$ cat config.mk
export PLATFORM = sky130hd
export DESIGN_NAME = ukt_cell
export DESIGN_NICKNAME = d
export VERILOG_FILES = /design/src/rtl/ukt_pkg.sv /design/src/rtl/ukt_cell.sv
export SDC_FILE = /design/constraint.sdc
export NUM_CORES = 1
export LEC_CHECK = 0
export ABC_AREA = 1
export BUFFER_PORTS_ARGS = -buffer_cell sky130_fd_sc_hd__buf_4
export CAP_MARGIN = 20
export CORE_ASPECT_RATIO = 0.6
export CORE_MARGIN = 5
export CORE_UTILIZATION = 40
export CTS_CLUSTER_DIAMETER = 100
export DETAILED_ROUTE_END_ITERATION = 12
export GPL_TIMING_DRIVEN = 0
export PLACE_DENSITY = 0.77
export SYNTH_ARGS = -nofsm -noshare
export SYNTH_HDL_FRONTEND = slang
export SYNTH_SLANG_ARGS = --single-unit
$ cat constraint.sdc
create_clock -name clk -period 3.5 [get_ports clk]
set_clock_uncertainty 0.1 [all_clocks]
set_input_delay 0.35 -clock clk [delete_from_list [all_inputs] [get_ports clk]]
set_output_delay 0.35 -clock clk [all_outputs]
set_load 0.02 [all_outputs]
$ cat src/rtl/ukt_pkg.sv
// Shared types and codes for the unique-key table with compaction.
// No dependencies; imported by ukt_cell and unique_key_table_compacting.
package ukt_pkg;

  localparam int KEY_BITS    = 64;
  localparam int IN_DATA_W   = 32;
  localparam int IDX_BITS    = 5;
  localparam int STATUS_BITS = 3;
  localparam int COUNT_OUT_W = 6;

  typedef enum logic [1:0] {
    OP_ADD    = 2'd0,
    OP_REMOVE = 2'd1,
    OP_READ   = 2'd2,
    OP_CLEAR  = 2'd3
  } ukt_op_t;

  typedef enum logic [STATUS_BITS-1:0] {
    ST_OK     = 3'd0,
    ST_DUP    = 3'd1,
    ST_FULL   = 3'd2,
    ST_NOKEY  = 3'd3,
    ST_RANGE  = 3'd4
  } ukt_status_t;

  // Broadcast from the sequencer to every cell.
  typedef struct packed {
    logic cmp;    // compare phase: register key match and read select
    logic wr;     // append at the cell whose position equals the count
    logic shift;  // close the gap: cells at or above the match take their upper neighbour
  } ukt_ctrl_t;

endpackage

$ cat src/rtl/ukt_cell.sv
// One table position: key, payload, match flag and read select.
// Depends on ukt_pkg; instantiated in a row by unique_key_table_compacting.
module ukt_cell #(
  parameter int POS       = 0,
  parameter int CNT_W     = 6,
  parameter int DATA_BITS = 32
) (
  input  logic                         clk,
  input  logic                         rst_n,
  input  ukt_pkg::ukt_ctrl_t           ctrl,
  input  logic [CNT_W-1:0]             count,
  input  logic [ukt_pkg::KEY_BITS-1:0] op_key,
  input  logic [DATA_BITS-1:0]         op_data,
  input  logic [ukt_pkg::IDX_BITS-1:0] op_idx,
  input  logic [ukt_pkg::KEY_BITS-1:0] up_key,
  input  logic [DATA_BITS-1:0]         up_data,
  input  logic                         seen_in,
  output logic                         seen_out,
  output logic                         hit,
  output logic                         rd_sel,
  output logic [ukt_pkg::KEY_BITS-1:0] key,
  output logic [DATA_BITS-1:0]         data
);
  import ukt_pkg::*;

  localparam bit READABLE = (POS < (1 << IDX_BITS));

  logic [KEY_BITS-1:0]  key_r;
  logic [DATA_BITS-1:0] data_r;
  logic                 hit_r;
  logic                 rd_sel_r;
  logic                 live;
  logic                 at_tail;

  assign live     = (CNT_W'(POS) < count);
  assign at_tail  = (CNT_W'(POS) == count);
  assign seen_out = seen_in | hit_r;

  always_ff @(posedge clk) begin
    if (!rst_n) begin
      hit_r    <= 1'b0;
      rd_sel_r <= 1'b0;
    end else if (ctrl.cmp) begin
      hit_r    <= live && (key_r == op_key);
      rd_sel_r <= READABLE && live && (op_idx == IDX_BITS'(POS));
    end
  end

  // Payload holds no reset; entries beyond the count are never read.
  always_ff @(posedge clk) begin
    if (ctrl.wr && at_tail) begin
      key_r  <= op_key;
      data_r <= op_data;
    end else if (ctrl.shift && seen_out) begin
      key_r  <= up_key;
      data_r <= up_data;
    end
  end

  assign hit    = hit_r;
  assign rd_sel = rd_sel_r;
  assign key    = key_r;
  assign data   = data_r;

endmodule
==> impl_metrics.toml <==
[synth]
synth_seq_cells = 98
post_synth_inst_count = 526
synth_top_cell_by_area = "edfxtp_1"
synthAdderAreaFrac = 0
synth_mux_area_frac = 0.1484
synth_top_family_by_area = "multiplexers"
synth_compound_area_frac = 0.05808
syn_area_mm2 = 0.005364
syn_nets = 735
ys_seq_area_frac = 0.5449
yosys.area_share.simple = 0.1458
synthTopCellsByArea = "edfxtp_1 (54%), mux2_4 (13%), nand2_1 (11%)"
yosys_warnings = 0
synth_xor_area_frac = 0.03429
postSynthAreaPerCell_um2 = 10.20
yosysUniqueCellTypes = 20
yosysTopAreaCellShare = 0.5374

[die]
fp-row-count = 32
die_x_um = 159.5
coreArea_mm2 = 0.01297
die_y_um = 99.70
ioPinCount = 308
start_util = 0.4135
die_area_mm2 = 0.01590

[detailed_routing]
drc = 0
wirelength_um = 16780
vias = 4717
drt_iter0_drc = 283
ant_nets = 0
drt_pass1_iterations = 5
viasPerCell = 4.625
wire_per_inst_um = 16.45

[clock_network]
cts_setup_buffers = 0
cts_hold_buf = 0
clkSinkCount = 98
cts_resized = 0
cts_max_path_buffers = 2
path_clk_slew_ns = 0.07
cts_root_buffer = "clkbuf_16"
cts_buffers = 9
h-tree-depth = 3
cts_tree = "yes"
clk_latency_ns = 0.34

[worst_hold_path]
min_path_type = "input port to flop"

[job]
cap_violations = 0

[timing]
final-hold-violation-count = 0
max-slew-margin-rel = 0.6847
final.period_utilization = 0.5643
slew_violations = 0
tightestPinTransition_ns = 0.4729
hold_slack_ns = 0.1212
rsz0062_at_grt = "false"
min_period_ns = 1.975
setup_viol = 0
max_freq_mhz = 506.3

[layout]
drive_gt1_frac = 0.4565
nFillCells = 1053
nets = 1054
finish.utilization = 0.6312
n_antenna_cell = 0
fin_cells = 1020
syn2layout_area_growth_pct = 52.65

[power_and_ir_drop]
total_power_mw = 3.006
irDropWorstVdd_uv = 213.8
p_leak_nw = 4.121
power_density_mw_per_mm2 = 367.1

[global_route]
antenna_found_initial = 0
grt_usage = 0.2026
grt_max_degree = 66
grt_overflow = 0
grt_pass1_wl_um = 25450
grt_pass1_vias = 4744

[setup_path]
cp.required_ns = 3.41
crit_fanout = 65
crit_arrival_ns = 1.88
crit_type = "input port to flop"
cp-start-kind = "input port"
endpoint_kind = "flop"

[placed_design]
dp.cells = 1004
io_buffers = 307
place.gp.congestion = 0.8272
hpwl_um = 13700

[outcome]
run_status = "completed"
-- worst paths after layout --
check	start	cells past startpoint	end	slack, ns
max	count[0]	6	key[15]	1.53
min	ctrl[2]	2	rd_sel	0.12
max reg2reg	hit	4	key[18]	1.71
min reg2reg	hit	2	hit	0.39
-- critical path: stages --
cell and delay (ns):
buf_4 0.11, nor2_1 0.14, nand4_1 0.17, clkbuf_1 0.28
nand2_4 0.43, buf_16 0.36
-- metal layers --
metal	up-vias	global-route usage	wire (um)
met5	-	0	0
met4	0	0.03670	164
met3	14	0.09979	1865
met2	192	0.3338	8099
met1	2146	0.2451	6647
li1	2365	-	-
-- report_power, final --
group | switching, mW | internal (mW)
clock network | 0.439 | 0.484
registers | 0.0476 | 1.39
logic | 0.302 | 0.348
-- kinds of logic after synthesis --
family,after synthesis
and+or+nand+nor,204
DFF,98
buffers and inverters,86
AOI/OAI and AO/OA,62
muxes,55
xor gates and xnor gates,21
-- state kept, by name (all words and copies together) (netlist names) --
signal,cells
data,32
key,64
rd_sel,1
hit,1
-- layout make-up --
| cell class | count | area, um2 | share of cell area |
|---|---|---|---|
| multi-input combinational | 342 | 2081 | 0.2541 |
| tap | 170 | 212.7 | 0.02598 |
| sequential | 98 | 2923 | 0.3570 |
| clock inverter | 6 | 42.54 | 0.005196 |
| timing repair buffer | 308 | 2332 | 0.2848 |
| clock buffer | 10 | 229.0 | 0.02796 |
| inverter | 71 | 266.5 | 0.03255 |
| buffer | 15 | 101.3 | 0.01238 |
-- synthesized netlist by cell type (all sizes together) --
cell type and number:
a21oi 3, clkbuf 6, dfxtp 2, mux2 55, nand4 1, nand3 7, nand2 152, inv 71
o21ai 58, nor2 41, xor2 13, edfxtp 96, xnor2 8, nor3 2, or2 1, buf 9
o22ai 1
-- stage by stage --
stage	setup TNS [ns]	instance area (um2)	setup WS, ns
global placement	-124.65	7881	-1.306
floorplan	0	5364	0.1120
CTS	0	8188	1.521
finish	0	8188	1.525
detailed placement	0	7916	1.159
global route	0	8188	1.415
-- cell usage in the layout (no fill, tap or decap) --
cell        instances
o21ai_0            58
clkinv_1            1
nor2_1             41
xnor2_1             8
or2_2               1
buf_16              1
o22ai_1             1
clkbuf_16           9
nand3_1             7
inv_1              71
clkinvlp_4          1
xor2_1             13
inv_6               1
buf_2               3
edfxtp_1           96
clkbuf_1            7
nand2_4             1
clkinv_2            1
mux2_4             47
nand2_1           151
a21oi_1             3
dfxtp_1             2
clkinv_4            2
nor3_1              2
mux2_2              8
buf_6               5
buf_4             308
nand4_1             1
Note: power is estimated with default switching activity, not from simulation.
